--- src/date_day_number_weekday_week_assert.svh ---
// Assertion macros shared by the date decoder.
// Each macro expects clk and rst_n to be visible where it is used.
`ifndef DATE_DAY_NUMBER_WEEKDAY_WEEK_ASSERT_SVH
`define DATE_DAY_NUMBER_WEEKDAY_WEEK_ASSERT_SVH

// The consequent must hold in the same cycle as the antecedent.
`define DDNW_ASSERT_SAME(label, ante, cons, msg) \
    label: assert property (@(posedge clk) disable iff (!rst_n) (ante) |-> (cons)) \
        else $error(msg);

// The consequent must hold in the cycle after the antecedent.
`define DDNW_ASSERT_NEXT(label, ante, cons, msg) \
    label: assert property (@(posedge clk) disable iff (!rst_n) (ante) |=> (cons)) \
        else $error(msg);

`endif

--- src/ddnw_pkg.sv ---
package ddnw_pkg;

    localparam int YEAR_W   = 14;
    localparam int MONTH_W  = 4;
    localparam int DAY_W    = 5;
    localparam int DOY_W    = 9;
    localparam int DN_W     = 22;
    localparam int WDAY_W   = 3;
    localparam int WEEK_W   = 6;

    // Full-width day count before truncation to the output field.
    localparam int DAYS_W   = 23;
    // Year quarter (year / 4) width.
    localparam int YQ_W     = YEAR_W - 2;

    localparam int NUM_STAGES = 5;

    localparam logic [YEAR_W-1:0] EPOCH_YEAR    = YEAR_W'(1601);
    localparam logic [DOY_W-1:0]  DAYS_PER_YEAR = DOY_W'(365);

    // x / 25 == (x * 2622) >> 16 for every 12-bit x.
    localparam int               RECIP25_SHIFT = 16;
    localparam int               PROD25_W      = 2 * YQ_W;
    localparam int               Q25_W         = PROD25_W - RECIP25_SHIFT;
    localparam logic [YQ_W-1:0]  RECIP25       = YQ_W'(2622);
    localparam logic [YQ_W-1:0]  TWENTY_FIVE   = YQ_W'(25);

    // x / 7 == (x * 586) >> 12 for every x below 682.
    localparam int               RECIP7_SHIFT  = 12;
    localparam int               RECIP7_W      = 10;
    localparam int               PROD7_W       = DOY_W + RECIP7_W;
    localparam logic [RECIP7_W-1:0] RECIP7     = RECIP7_W'(586);

    localparam int MOD7_IN_W = 24;

    typedef logic [YEAR_W-1:0]  year_t;
    typedef logic [MONTH_W-1:0] month_t;
    typedef logic [DAY_W-1:0]   day_t;
    typedef logic [DOY_W-1:0]   doy_t;
    typedef logic [DN_W-1:0]    day_number_t;
    typedef logic [WDAY_W-1:0]  weekday_t;
    typedef logic [WEEK_W-1:0]  week_t;
    typedef logic [DAYS_W-1:0]  days_t;

    typedef enum logic [1:0] {
        ST_OK        = 2'd0,
        ST_BAD_DAY   = 2'd1,
        ST_PRE_EPOCH = 2'd2
    } status_t;

    localparam month_t MONTH_JAN = MONTH_W'(1);
    localparam month_t MONTH_FEB = MONTH_W'(2);
    localparam month_t MONTH_APR = MONTH_W'(4);
    localparam month_t MONTH_JUN = MONTH_W'(6);
    localparam month_t MONTH_SEP = MONTH_W'(9);
    localparam month_t MONTH_NOV = MONTH_W'(11);
    localparam month_t MONTH_DEC = MONTH_W'(12);

    // Days before the first of the month in a common year.
    function automatic doy_t days_before(input month_t m);
        doy_t d;
        case (m)
            4'd1:    d = DOY_W'(0);
            4'd2:    d = DOY_W'(31);
            4'd3:    d = DOY_W'(59);
            4'd4:    d = DOY_W'(90);
            4'd5:    d = DOY_W'(120);
            4'd6:    d = DOY_W'(151);
            4'd7:    d = DOY_W'(181);
            4'd8:    d = DOY_W'(212);
            4'd9:    d = DOY_W'(243);
            4'd10:   d = DOY_W'(273);
            4'd11:   d = DOY_W'(304);
            4'd12:   d = DOY_W'(334);
            default: d = DOY_W'(0);
        endcase
        return d;
    endfunction

    function automatic day_t month_len(input month_t m, input logic leap);
        day_t len;
        if (m == MONTH_FEB)
        begin
            len = leap ? DAY_W'(29) : DAY_W'(28);
        end
        else if (m == MONTH_APR || m == MONTH_JUN || m == MONTH_SEP || m == MONTH_NOV)
        begin
            len = DAY_W'(30);
        end
        else
        begin
            len = DAY_W'(31);
        end
        return len;
    endfunction

    // Residue mod 7 by folding octal digits, since 8 is 1 mod 7.
    function automatic logic [2:0] mod7(input logic [MOD7_IN_W-1:0] x);
        logic [5:0] s1;
        logic [3:0] s2;
        logic [3:0] s3;
        s1 = '0;
        for (int i = 0; i < MOD7_IN_W / 3; i++)
        begin
            s1 = s1 + 6'(x[3*i +: 3]);
        end
        s2 = 4'(s1[5:3]) + 4'(s1[2:0]);
        s3 = 4'(s2[3]) + 4'(s2[2:0]);
        return (s3 >= 4'd7) ? 3'(s3 - 4'd7) : s3[2:0];
    endfunction

endpackage

--- src/date_day_number_weekday_week.sv ---
// Channel  Valid       Stall       Beat fields
// -------  ----------  ----------  ----------------------------------------------
// date     date_valid  date_stall  year, month, day
// result   res_valid   res_stall   status, leap, ordinal_day, day_number,
//                                  weekday, week_number
//
// Five register stages; a date beat may enter every cycle when the result side
// does not stall, and its result beat leaves through the result register.
// The pipeline depth follows from the work split: constant multiplies by reciprocals,
// the day count adder and the mod-7 digit folds each take their own stage.
// Reset (rst_n low, asynchronous) empties every stage; no data is cleared.
// A stall holds only the stages that are full and blocked; empty stages
// further back keep filling, so bubbles are squeezed out under back pressure.
module date_day_number_weekday_week
(
    input  logic                  clk,
    input  logic                  rst_n,

    input  logic                  date_valid,
    output logic                  date_stall,
    input  ddnw_pkg::year_t       year,
    input  ddnw_pkg::month_t      month,
    input  ddnw_pkg::day_t        day,

    output logic                  res_valid,
    input  logic                  res_stall,
    output ddnw_pkg::status_t     status,
    output logic                  leap,
    output ddnw_pkg::doy_t        ordinal_day,
    output ddnw_pkg::day_number_t day_number,
    output ddnw_pkg::weekday_t    weekday,
    output ddnw_pkg::week_t       week_number
);

    import ddnw_pkg::*;

    // Pipeline control. Stage k may load when it is empty or when the stage
    // after it loads in the same cycle; the last stage is the result register.
    logic [NUM_STAGES-1:0] vld_reg;
    logic [NUM_STAGES-1:0] rdy;

    always_comb
    begin
        rdy[NUM_STAGES-1] = !vld_reg[NUM_STAGES-1] || !res_stall;
        for (int k = NUM_STAGES - 2; k >= 0; k--)
        begin
            rdy[k] = !vld_reg[k] || rdy[k+1];
        end
    end

    assign date_stall = !rdy[0];
    assign res_valid  = vld_reg[NUM_STAGES-1];

    always_ff @(posedge clk or negedge rst_n)
    begin
        if (!rst_n)
        begin
            vld_reg <= '0;
        end
        else
        begin
            if (rdy[0])
            begin
                vld_reg[0] <= date_valid;
            end
            for (int k = 1; k < NUM_STAGES; k++)
            begin
                if (rdy[k])
                begin
                    vld_reg[k] <= vld_reg[k-1];
                end
            end
        end
    end

    // Stage 1: years since the epoch and the three constant products.
    year_t                 s1_year_reg;
    month_t                s1_month_reg;
    day_t                  s1_day_reg;
    logic [YEAR_W-1:0]     s1_yy_reg, s1_yy_next;
    logic                  s1_pre_reg, s1_pre_next;
    logic [PROD25_W-1:0]   s1_py100_reg, s1_py100_next;
    logic [PROD25_W-1:0]   s1_pyy100_reg, s1_pyy100_next;
    days_t                 s1_p365_reg, s1_p365_next;

    always_comb
    begin
        // Wraps for years before the epoch; the wrapped values never reach the output fields.
        s1_yy_next     = year - EPOCH_YEAR;
        s1_pre_next    = year < EPOCH_YEAR;
        s1_py100_next  = PROD25_W'(year[YEAR_W-1:2]) * PROD25_W'(RECIP25);
        s1_pyy100_next = PROD25_W'(s1_yy_next[YEAR_W-1:2]) * PROD25_W'(RECIP25);
        s1_p365_next   = DAYS_W'(s1_yy_next) * DAYS_W'(DAYS_PER_YEAR);
    end

    always_ff @(posedge clk)
    begin
        if (rdy[0])
        begin
            s1_year_reg   <= year;
            s1_month_reg  <= month;
            s1_day_reg    <= day;
            s1_yy_reg     <= s1_yy_next;
            s1_pre_reg    <= s1_pre_next;
            s1_py100_reg  <= s1_py100_next;
            s1_pyy100_reg <= s1_pyy100_next;
            s1_p365_reg   <= s1_p365_next;
        end
    end

    // Stage 2: leap flag, status, day of year and days up to January 1.
    // year / 100 is (year / 4) / 25, and year / 400 is that quotient / 4.
    logic [Q25_W-1:0]  s2_qy;
    logic [Q25_W-1:0]  s2_qyy;
    logic              s2_div100;
    day_t              s2_mlen;
    logic              s2_bad_day;
    status_t           s2_status_reg, s2_status_next;
    logic              s2_leap_reg, s2_leap_next;
    doy_t              s2_doy_reg, s2_doy_next;
    days_t             s2_days_reg, s2_days_next;

    always_comb
    begin
        s2_qy     = s1_py100_reg[RECIP25_SHIFT +: Q25_W];
        s2_qyy    = s1_pyy100_reg[RECIP25_SHIFT +: Q25_W];
        s2_div100 = (YQ_W'(s2_qy) * TWENTY_FIVE) == s1_year_reg[YEAR_W-1:2];
        s2_leap_next = (s1_year_reg[1:0] == 2'b00) && (!s2_div100 || (s2_qy[1:0] == 2'b00));

        s2_mlen    = month_len(s1_month_reg, s2_leap_next);
        s2_bad_day = (s1_month_reg < MONTH_JAN) || (s1_month_reg > MONTH_DEC)
                     || (s1_day_reg == '0) || (s1_day_reg > s2_mlen);

        if (s2_bad_day)
        begin
            s2_status_next = ST_BAD_DAY;
        end
        else if (s1_pre_reg)
        begin
            s2_status_next = ST_PRE_EPOCH;
        end
        else
        begin
            s2_status_next = ST_OK;
        end

        s2_doy_next = days_before(s1_month_reg) + DOY_W'(s1_day_reg)
                      + DOY_W'((s1_month_reg > MONTH_FEB) && s2_leap_next);

        s2_days_next = s1_p365_reg + DAYS_W'(s1_yy_reg[YEAR_W-1:2])
                       - DAYS_W'(s2_qyy) + DAYS_W'(s2_qyy[Q25_W-1:2]);
    end

    always_ff @(posedge clk)
    begin
        if (rdy[1])
        begin
            s2_status_reg <= s2_status_next;
            s2_leap_reg   <= s2_leap_next;
            s2_doy_reg    <= s2_doy_next;
            s2_days_reg   <= s2_days_next;
        end
    end

    // Stage 3: day number and the two residues mod 7.
    // January 1 of the year falls on weekday (days + 1) mod 7, so the
    // Monday-based weekday of January 1 is simply days mod 7.
    status_t           s3_status_reg;
    logic              s3_leap_reg;
    doy_t              s3_doy_reg;
    days_t             s3_dn_reg, s3_dn_next;
    logic [2:0]        s3_mon0_reg, s3_mon0_next;
    logic [2:0]        s3_doy7_reg, s3_doy7_next;

    always_comb
    begin
        s3_dn_next   = s2_days_reg + DAYS_W'(s2_doy_reg) - DAYS_W'(1);
        s3_mon0_next = mod7(MOD7_IN_W'(s2_days_reg));
        s3_doy7_next = mod7(MOD7_IN_W'(s2_doy_reg));
    end

    always_ff @(posedge clk)
    begin
        if (rdy[2])
        begin
            s3_status_reg <= s2_status_reg;
            s3_leap_reg   <= s2_leap_reg;
            s3_doy_reg    <= s2_doy_reg;
            s3_dn_reg     <= s3_dn_next;
            s3_mon0_reg   <= s3_mon0_next;
            s3_doy7_reg   <= s3_doy7_next;
        end
    end

    // Stage 4: weekday and the week numerator times the reciprocal of 7.
    // When January 1 is Monday through Thursday, its week is week 1.
    status_t              s4_status_reg;
    logic                 s4_leap_reg;
    doy_t                 s4_doy_reg;
    day_number_t          s4_dn_reg;
    logic [3:0]           s4_wsum;
    weekday_t             s4_wday_reg, s4_wday_next;
    doy_t                 s4_wnum;
    logic [PROD7_W-1:0]   s4_wprod_reg, s4_wprod_next;

    always_comb
    begin
        s4_wsum      = 4'(s3_mon0_reg) + 4'(s3_doy7_reg);
        s4_wday_next = (s4_wsum >= 4'd7) ? 3'(s4_wsum - 4'd7) : s4_wsum[2:0];
        if (s3_mon0_reg < 3'd4)
        begin
            s4_wnum = s3_doy_reg + DOY_W'(s3_mon0_reg) + DOY_W'(6);
        end
        else
        begin
            s4_wnum = s3_doy_reg + DOY_W'(s3_mon0_reg) - DOY_W'(1);
        end
        s4_wprod_next = PROD7_W'(s4_wnum) * PROD7_W'(RECIP7);
    end

    always_ff @(posedge clk)
    begin
        if (rdy[3])
        begin
            s4_status_reg <= s3_status_reg;
            s4_leap_reg   <= s3_leap_reg;
            s4_doy_reg    <= s3_doy_reg;
            s4_dn_reg     <= s3_dn_reg[DN_W-1:0];
            s4_wday_reg   <= s4_wday_next;
            s4_wprod_reg  <= s4_wprod_next;
        end
    end

    // Stage 5: result register. Every field but the status reads zero for
    // a date that was rejected.
    status_t       status_reg;
    logic          leap_reg;
    doy_t          ordinal_day_reg;
    day_number_t   day_number_reg;
    weekday_t      weekday_reg;
    week_t         week_number_reg;
    logic          s5_ok;

    assign s5_ok = (s4_status_reg == ST_OK);

    always_ff @(posedge clk)
    begin
        if (rdy[4])
        begin
            status_reg      <= s4_status_reg;
            leap_reg        <= s5_ok && s4_leap_reg;
            ordinal_day_reg <= s5_ok ? s4_doy_reg : '0;
            day_number_reg  <= s5_ok ? s4_dn_reg : '0;
            weekday_reg     <= s5_ok ? s4_wday_reg : '0;
            week_number_reg <= s5_ok ? s4_wprod_reg[RECIP7_SHIFT +: WEEK_W] : '0;
        end
    end

    assign status      = status_reg;
    assign leap        = leap_reg;
    assign ordinal_day = ordinal_day_reg;
    assign day_number  = day_number_reg;
    assign weekday     = weekday_reg;
    assign week_number = week_number_reg;

    // Checks on the pipeline and on the result it forms.
`include "date_day_number_weekday_week_assert.svh"

    `DDNW_ASSERT_NEXT(a_accept_fills_first, date_valid && !date_stall, vld_reg[0], "accepted date did not enter the first stage")

    `DDNW_ASSERT_SAME(a_reject_zeroes, res_valid && (status != ST_OK), !leap && (ordinal_day == '0) && (day_number == '0) && (weekday == '0) && (week_number == '0), "rejected date carries nonzero fields")

    `DDNW_ASSERT_SAME(a_ok_ranges, res_valid && (status == ST_OK), (ordinal_day != '0) && (ordinal_day <= (leap ? DOY_W'(366) : DOY_W'(365))) && (weekday <= WDAY_W'(6)) && (week_number <= WEEK_W'(53)), "valid result outside its ranges")

endmodule
--- config.mk ---
export PLATFORM = sky130hd
export DESIGN_NAME = date_day_number_weekday_week
export DESIGN_NICKNAME = d
export VERILOG_FILES = /design/src/ddnw_pkg.sv /design/src/date_day_number_weekday_week.sv
export VERILOG_INCLUDE_DIRS = /design/src /design/src/src
export SDC_FILE = /design/constraint.sdc
export NUM_CORES = 1
export LEC_CHECK = 0
export ABC_AREA = 1
export ABC_CLOCK_PERIOD_IN_PS = 5700
export BUFFER_PORTS_ARGS = -buffer_cell sky130_fd_sc_hd__clkbuf_2
export CAP_MARGIN = 30
export CORE_ASPECT_RATIO = 1.25
export CORE_UTILIZATION = 30
export CTS_BUF_LIST = sky130_fd_sc_hd__clkbuf_8
export CTS_CLUSTER_DIAMETER = 150
export DETAILED_ROUTE_END_ITERATION = 12
export PLACE_DENSITY = 0.54
export REMOVE_ABC_BUFFERS = 1
export SLEW_MARGIN = 20
export SYNTH_ARGS = -nofsm -noshare
export SYNTH_HDL_FRONTEND = slang
export SYNTH_SLANG_ARGS = --single-unit
export TNS_END_PERCENT = 1
--- constraint.sdc ---
create_clock -name clk -period 5.7 [get_ports clk]
set_input_delay 0.285 -clock clk [delete_from_list [all_inputs] [get_ports clk]]
set_output_delay 0.285 -clock clk [all_outputs]
set_load 0.005 [all_outputs]
## Word-level counts from Yosys, hierarchy flattened

Memory sizes are Yosys's and may differ from the RTL's. A register that Yosys moved wholly into a read port is not among the register bits.
Cells that the tools add are included.

| storage, ports and cells | value |
|---|---|
| bits in registers | 284 |
| memories kept | 1 |
| output and inout bits | 45 |
| ROM bits | 144 |

| cells by class | value |
|---|---|
| order comparisons | 9 |
| muxes and demuxes | 9 |
| reductions and logical operators | 27 |
| equality and inequality tests | 6 |
| $mul | 5 |
| add/subtract/negate cells | 28 |

Memories:

| name | depth | bits a word | rd ports | clocked after memory_dff | write ports | line | text |
|---|---|---|---|---|---|---|---|
| (name not given) | 16 | 9 | 1 | 1 | 0 | ddnw_pkg.sv:62 | `case (m)` |

Operator list:

| kind | count |
|---|---|
| multiplier 12 x 11 -> 23 bit, second input constant | 2 |
| adder 23 x 12 -> 23 bit | 1 |
| adder 23 x 6 -> 23 bit | 1 |
| multiplier 14 x 9 -> 23 bit, second input constant | 1 |
| subtractor 23 x 8 -> 23 bit | 1 |
| adder 22 x 9 -> 22 bit | 1 |
| subtractor 22 x 1 -> 22 bit, second input constant | 1 |
| adder 6 x 3 -> 6 bit | 3 |
| multiplier 9 x 9 -> 17 bit, second input constant | 1 |
| adder 3 x 3 -> 4 bit | 4 |
| < comparator 14 x 11 -> 1 bit, second input constant | 1 |
| subtractor 14 x 11 -> 14 bit, second input constant | 1 |
| == test 12 bit | 1 |
| greater-or-equal comparator 4 x 3 -> 1 bit, second input constant | 3 |
| logical OR 1 bit | 12 |
| multiplier 8 x 5 -> 12 bit, second input constant | 1 |
| adder 4 x 3 -> 5 bit | 2 |
| adder 9 x 1 -> 9 bit | 1 |
| adder 9 x 3 -> 9 bit | 1 |
| adder 9 x 3 -> 9 bit, second input constant | 1 |
| adder 9 x 5 -> 9 bit | 1 |
| 2-to-1 mux 3 bit | 3 |
| 2-to-1 mux 9 bit | 1 |
| subtractor 3 bit, second input constant | 3 |
| 20 further kinds | 36 |

## Logic depth before layout (Yosys ltp)

Gate-level depths: netlist of the first run.

| depth | value |
|---|---|
| depth in word-level cells | 11 |
| depth in mapped cells | 32 |
| mapped depth without buffers | 32 |

## Worst setup path before layout of the first run

Ideal clock, no wire load.

| path | value |
|---|---|
| path kind | input to register |
| from | in year[0] |
| to | reg s1_pyy100_reg[17], data pin |
| data required time | 5.440 ns |
| arrival time | 5.302 ns |
| setup time | 0.260 ns |
| slack | 0.138 ns |
| cell stages on the path | 31 |
| path buffers | 0 |
| cell sequence | inv_1 > ha_1 > inv_2 > nand2_2 > nand3_2 > nand2_2 > nand2_4 > a21oi_4 > inv_1 > nand2_1 > nand3_1 > nand2_1 > inv_1 > fa_1 > inv_1 > ha_1 > inv_1 > fa_1 > inv_1 > fa_1 > inv_1 > fa_1 > inv_1 > ha_1 > a21oi_1 > inv_1 > a31oi_1 > o21ai_0 > nand3_1 > nand2_1 > xor2_1 |

| between the ends | value |
|---|---|
| cells in the longest elaborated chain, start to end | 2 |

Ends and longest elaborated chain:

| item | line | text |
|---|---|---|
| start: declaration | date_day_number_weekday_week.sv:21 | `input ddnw_pkg::year_t year,` |
| subtractor 14 x 11 -> 14 bit | date_day_number_weekday_week.sv:89 | `s1_yy_next = year - EPOCH_YEAR;` |
| net s1_yy_next[12] | date_day_number_weekday_week.sv:80 | `logic [YEAR_W-1:0] s1_yy_reg, s1_yy_next;` |
| multiplier 12 x 11 -> 23 bit | date_day_number_weekday_week.sv:92 | `s1_pyy100_next = PROD25_W'(s1_yy_next[YEAR_W-1:2]) * PROD25_W'(RECIP25);` |
| net s1_pyy100_next[17] | date_day_number_weekday_week.sv:83 | `logic [PROD25_W-1:0] s1_pyy100_reg, s1_pyy100_next;` |
| end signal: assignment | date_day_number_weekday_week.sv:106 | `s1_pyy100_reg <= s1_pyy100_next;` |
| end: declaration | date_day_number_weekday_week.sv:83 |  |

The timed path passes the listed nets, and every way through them passes these cells.
A chain may end at the register's enable or synchronous reset.

## Final worst setup path of the first run

| path | value |
|---|---|
| from | in year[1] |
| to | reg s1_pyy100_reg[23], data pin |

The elaborated chain is that of the path after synthesis.

==> flow_summary.yaml, run 1 <==
worst_setup_path:
  endpoint_kind: "flop"
  cp.arrival_ns: 5.76
  criticalPathCategory: "input pin to flop"
  crit_path_max_incr_delay_ns: 0.53
  cpMostUsedCell: "inv_1"
  cp_slowest_cell: "dlygate4sd3_1"
  cp_max_fo: 5
  start_kind: "input pin"
  cp.required_ns: 6.05
placed_design:
  port_buffers: 71
  gp_routability_congestion: 0.849
  hpwl_um: 40000
  placed_cell_area_um2: 25300
final_layout:
  multi_input_area_um2: 13800
  fillCellCount: 7865
  nets: 3140
  synthToLayoutAreaGrowth_pct: 13.6
  largest_register_ffs: 23
  fin_area_um2: 26500
  register_area_um2: 7390
  fin_util: 0.346
  drive_above_1_share: 0.0944
timing:
  fin_hold_ws_ns: 0.0881
  setup_viol: 0
  period_share: 0.948
  period_needed_ns: 5.40
  fmax_ghz: 0.185
  slew_headroom: 0.386
  finalClockSkew_ns: 0.0201
  hold_violations: 0
  worst_pin_slew_ns: 0.921
  rsz0062_at_grt: "true"
  drv_slew: 0
grt:
  grt_pass1_wl_um: 78600
  grt_max_degree: 68
  gr-max-usage-layer: "met2"
  grt_remaining_overflow: 0
  use_met3: 0.0256
  track_usage: 0.124
  first_global_vias: 16000
  antenna_found_initial: 3
  met2_usage: 0.225
  gr-usage-met1: 0.148
yosys:
  synth_compound_area_frac: 0.0654
  syn_area_um2: 23300
  postSynthAreaPerCell_um2: 9.87
  synthAdderAreaFrac: 0.366
  ys_types: 58
  synth_mux_area_frac: 0.00145
  synth_top_family_by_area: "adder cells"
  ys_async_sr_fraction: 0.0200
  synthXorXnorAreaFrac: 0.0546
  synth_simple_gate_area_frac: 0.0999
  synth_edf_count: 236
  ys_ff_latch: 250
  yosysWarnings: 0
  ys_seq_area_frac: 0.317
  synthFlopType: "edfxtp_1"
  synthCells: 2362
clocking:
  clk_pin_slew_ns: 0.06
  cts_made_buffers: 47
  clockBufferDepth: 3
  cts_setup_buffers: 0
  cts_tree: "done"
  cts.sinks: 250
  clockRootBuffer: "clkbuf_8"
  clk_latency_ns: 0.61
  h-tree-depth: 2
floorplan:
  start_util: 0.305
  die_w_um: 251
  ios: 72
  die_h_um: 314
  design.core.area_um2: 76500
  rows: 113
  fp.dieArea_um2: 78800
flow_run:
  drv_cap: 0
routing:
  dr_total_vias: 15500
  routed_wl_um: 47000
  vias_per_cell: 4.29
  drtPass1Iterations: 5
  ant_nets: 0
  drcViolationCount: 0
  drt-initial-drc-count: 393
  wl_per_cell_um: 13.1
min_path:
  hold_path_class: "input pin to flop"
run_status:
  status: "finished clean"
-- timing repair --
action	in CTS	in global routing
resized for setup	0	21
hold endpoints to repair	19	0
setup endpoints to repair	0	12
hold buffers	16	0
-- worst max-delay path, delay by kind of cell --
| kind | cells | cell delay (ns) |
|---|---|---|
| buffers and inverters | 11 | 1.17 |
| and+or+nand+nor | 11 | 1.09 |
| adders and majority gates | 7 | 2.76 |
| xor gates and xnor gates | 1 | 0.14 |
| AOI/OAI and AO/OA | 2 | 0.30 |
-- through the flow --
| step | setup WS (ns) | TNS [ns] | instances |
|---|---|---|---|
| finish | 0.298 | 0 | 3600 |
| global route | -0.0289 | -0.0289 | 3600 |
| CTS | 0.167 | 0 | 3599 |
| detailed placement | 0.0479 | 0 | 3504 |
| global placement | 0.0770 | 0 | 3503 |
| floorplan | 0.138 | 0 | 2355 |
-- layout by cell type (no fill, tap or decap), drive strengths merged, types with 6 or more instances in the layout --
master       instances
clkbuf             120
nand3               78
xor2                92
inv                593
nand4               18
ha                 406
clkinv              11
fa                 173
nor2               128
xnor2               46
dlygate4sd3         16
o21ai               76
nand2              281
nor3                17
a31oi                6
a21oi              131
edfxtp             236
buf                 43
a21o                16
o21bai              13
dfxtp                9
-- Yosys cell counts, types with 4 or more instances --
cell,count,share of area
inv_1,568,0.091
ha_1,406,0.22
nand2_1,269,0.043
edfxtp_1,236,0.30
fa_1,173,0.15
a21oi_1,130,0.028
nor2_1,125,0.020
xor2_1,89,0.033
nand3_1,73,0.016
o21ai_0,65,0.014
xnor2_1,45,0.017
nand4_1,17,0.0046
a21o_1,16,0.0052
nor3_1,16,0.0034
o21bai_1,13,0.0042
nand2_2,11,0.0030
dfxtp_1,9,0.0077
inv_2,8,0.0013
o21ai_1,8,0.0017
a31oi_1,6,0.0016
clkbuf_1,5,0.00081
dfrtp_1,5,0.0054
nor4_1,5,0.0013
a21boi_0,4,0.0013
nand3_2,4,0.0017
o2111ai_1,4,0.0015
or2_2,4,0.0011
-- final timing paths --
kind	from	depth (start not counted)	slack (ns)	end
setup reg to reg	s2_days_reg[1]	16	0.34	s3_mon0_reg[1]
hold / removal	year[2]	2	0.09	s1_year_reg[2]
max in group asynchronous	rst_n	3	4.82	vld_reg[3]
setup / recovery	year[1]	32	0.30	s1_pyy100_reg[23]
hold reg to reg	s3_dn_reg[5]	0	0.41	s4_dn_reg[5]
min in group asynchronous	rst_n	3	0.65	vld_reg[2]
-- per-layer routing --
layer | share of wire | wire length (um)
met4 | 0.021 | 1010
met5 | 0.00015 | 7
met2 | 0.50 | 23400
met3 | 0.045 | 2130
met1 | 0.44 | 20500
-- final cells by class --
cell class,instances,share of cell area
clock inverter,30,0.0104
multi-input combinational,1525,0.521
antenna,1,0.0000945
inverter,580,0.0824
sequential,250,0.279
tap,1035,0.0489
timing repair buffer,130,0.0324
clock buffer,49,0.0255
-- logic make-up after synthesis --
family | Yosys count
AO/OA/AOI/OAI | 267
XOR/XNOR | 138
adder cells (fa/ha/maj) | 579
buffers and inverters | 587
flip-flops | 250
multiplexers | 3
AND/OR/NAND/NOR | 538
Power of run 1 is left out: the tool's default activity adds up to more than one toggle a clock period on the data nets, which glitch-free logic cannot reach.
==> inputs of run 2 (changes only) <==
--- a/config.mk
+++ b/config.mk
@@ -12,4 +12,5 @@
 export CAP_MARGIN = 30
 export CORE_ASPECT_RATIO = 1.25
+export CORE_MARGIN = 3
 export CORE_UTILIZATION = 30
 export CTS_BUF_LIST = sky130_fd_sc_hd__clkbuf_8
==> constraint.sdc (replaced) <==
create_clock -name clk -period 5.7 [get_ports clk]
set_input_delay 0 -clock clk [delete_from_list [all_inputs] [get_ports clk]]
set_output_delay 0 -clock clk [all_outputs]
set_load 0.005 [all_outputs]
==> flow_summary.yaml, run 2 (synthesized netlist as in run 1, its figures left out) <==
run_status:
  status: "finished clean"
final_layout:
  fillCellCount: 7807
  drive_above_1_share: 0.0848
  multi_input_area_um2: 13700
  largest_register_ffs: 23
  final_cell_mix: "inv_1 (586), ha_1 (406), nand2_1 (268)"
  fin_util: 0.346
  layout_commonest_cell: "inv_1"
  register_area_um2: 7390
  nets: 3140
  synthToLayoutAreaGrowth_pct: 13.4
routing:
  wl_per_cell_um: 13.0
  routed_wl_um: 46900
  dr_total_vias: 15500
  vias_per_cell: 4.29
  ant_nets: 0
  drcViolationCount: 0
  drtPass1Iterations: 5
  drt-initial-drc-count: 450
worst_setup_path:
  cp.arrival_ns: 5.70
  cp.required_ns: 6.07
  rrSetupSlack_ns: 0.37
  criticalPathCategory: "flop to flop"
  cp_max_fo: 3
  reg2reg_from: "s2_days_reg[1]"
  r2r_end: "s3_mon0_reg[1]"
  start_kind: "flop"
  endpoint_kind: "flop"
  rr_worst_depth: 19
min_path:
  min-delay-start: "day[0]"
  whs_endpoint: "s1_day_reg[0]"
  hold_path_class: "input pin to flop"
  min_path_cells: 2
flow_run:
  drv_cap: 0
clocking:
  cts_tree: "done"
  cts_made_buffers: 47
  h-tree-depth: 2
  clk_pin_slew_ns: 0.06
  clockBufferDepth: 3
  clockRootBuffer: "clkbuf_8"
  clk_latency_ns: 0.62
  cts.sinks: 250
floorplan:
  start_util: 0.305
  design.core.area_um2: 76500
  die_w_um: 255
  ios: 72
  rows: 113
  fp.dieArea_um2: 81100
  die_h_um: 318
timing:
  setup_viol: 0
  drv_slew: 0
  fmax_ghz: 0.188
  fin_tns_setup_ns: 0
  rsz0062_at_grt: "true"
  worst_pin_slew_ns: 0.811
  slew_headroom: 0.458
  fin_hold_ws_ns: 0.130
  period_needed_ns: 5.33
  period_share: 0.935
  hold_violations: 0
  finalClockSkew_ns: 0.0399
grt:
  first_global_vias: 16300
  track_usage: 0.120
  grt_pass1_wl_um: 80200
  antenna_found_initial: 2
  grt_remaining_overflow: 0
  grt_max_degree: 73
placed_design:
  gp_routability_congestion: 0.848
  port_buffers: 71
  hpwl_um: 40000
run 2: area by class of cell:
cell class	count	share of cell area
Multi-Input combinational cell	1525	0.519
Sequential cell	250	0.280
Inverter	580	0.0827
Tap cell	1035	0.0490
Timing Repair Buffer	130	0.0340
Clock buffer	49	0.0255
Clock inverter	37	0.00952
Antenna cell	1	0.0000947
run 2: worst max path at each step:
stage | start | end | slack, ns | cells after the start
detailed placement | year[4] | s1_pyy100_reg[20] | 0.25 | 28
finish | s2_days_reg[1] | s3_mon0_reg[1] | 0.37 | 19
CTS | s3_mon0_reg[0] | s4_wprod_reg[17] | 0.28 | 27
global route | year[3] | s1_pyy100_reg[17] | -0.01 | 31
floorplan | year[0] | s1_pyy100_reg[17] | 0.42 | 31
global placement | year[4] | s1_pyy100_reg[20] | 0.30 | 28
run 2: metal layers:
metal  GRT usage  vias to the layer above  share of wire  routed length (um)
li1            -                     7983              -                   -
met1       0.148                     7249           0.45               21000
met2       0.219                      176           0.50               23600
met3      0.0142                       61          0.027                1270
met4      0.0368                        0          0.024                1120
met5           0                        -              0                   0
run 2: repair_timing:
action                                  in CTS  in global routing
setup buffers                                0                  1
hold buffers                                27                  0
endpoints found under the setup margin       0                  6
gates resized for setup                      0                  7
hold endpoints to repair                    44                  0
run 2: critical path, stage by stage (launching register included):
cell	delay, ns
edfxtp_1	0.43
fa_1	0.55
inv_1	0.05
fa_1	0.50
fa_1	0.54
inv_1	0.05
fa_1	0.44
ha_1	0.24
fa_1	0.40
nand3_1	0.10
nand2_1	0.06
ha_1	0.32
a21oi_1	0.14
nand2_1	0.07
ha_1	0.21
ha_1	0.31
ha_1	0.17
nand2_1	0.07
nand2_1	0.10
mux2_2	0.34
run 2: through the flow:
step | worst slack (ns) | instances | area [um2]
2_1_floorplan | 0.423 | 2355 | 23300
3_3_place_gp | 0.297 | 3490 | 25200
3_5_place_dp | 0.251 | 3491 | 25200
4_1_cts | 0.281 | 3604 | 26400
5_1_grt | -0.0130 | 3607 | 26400
6_report | 0.368 | 3607 | 26400
Power of run 2 is left out for the same reason.
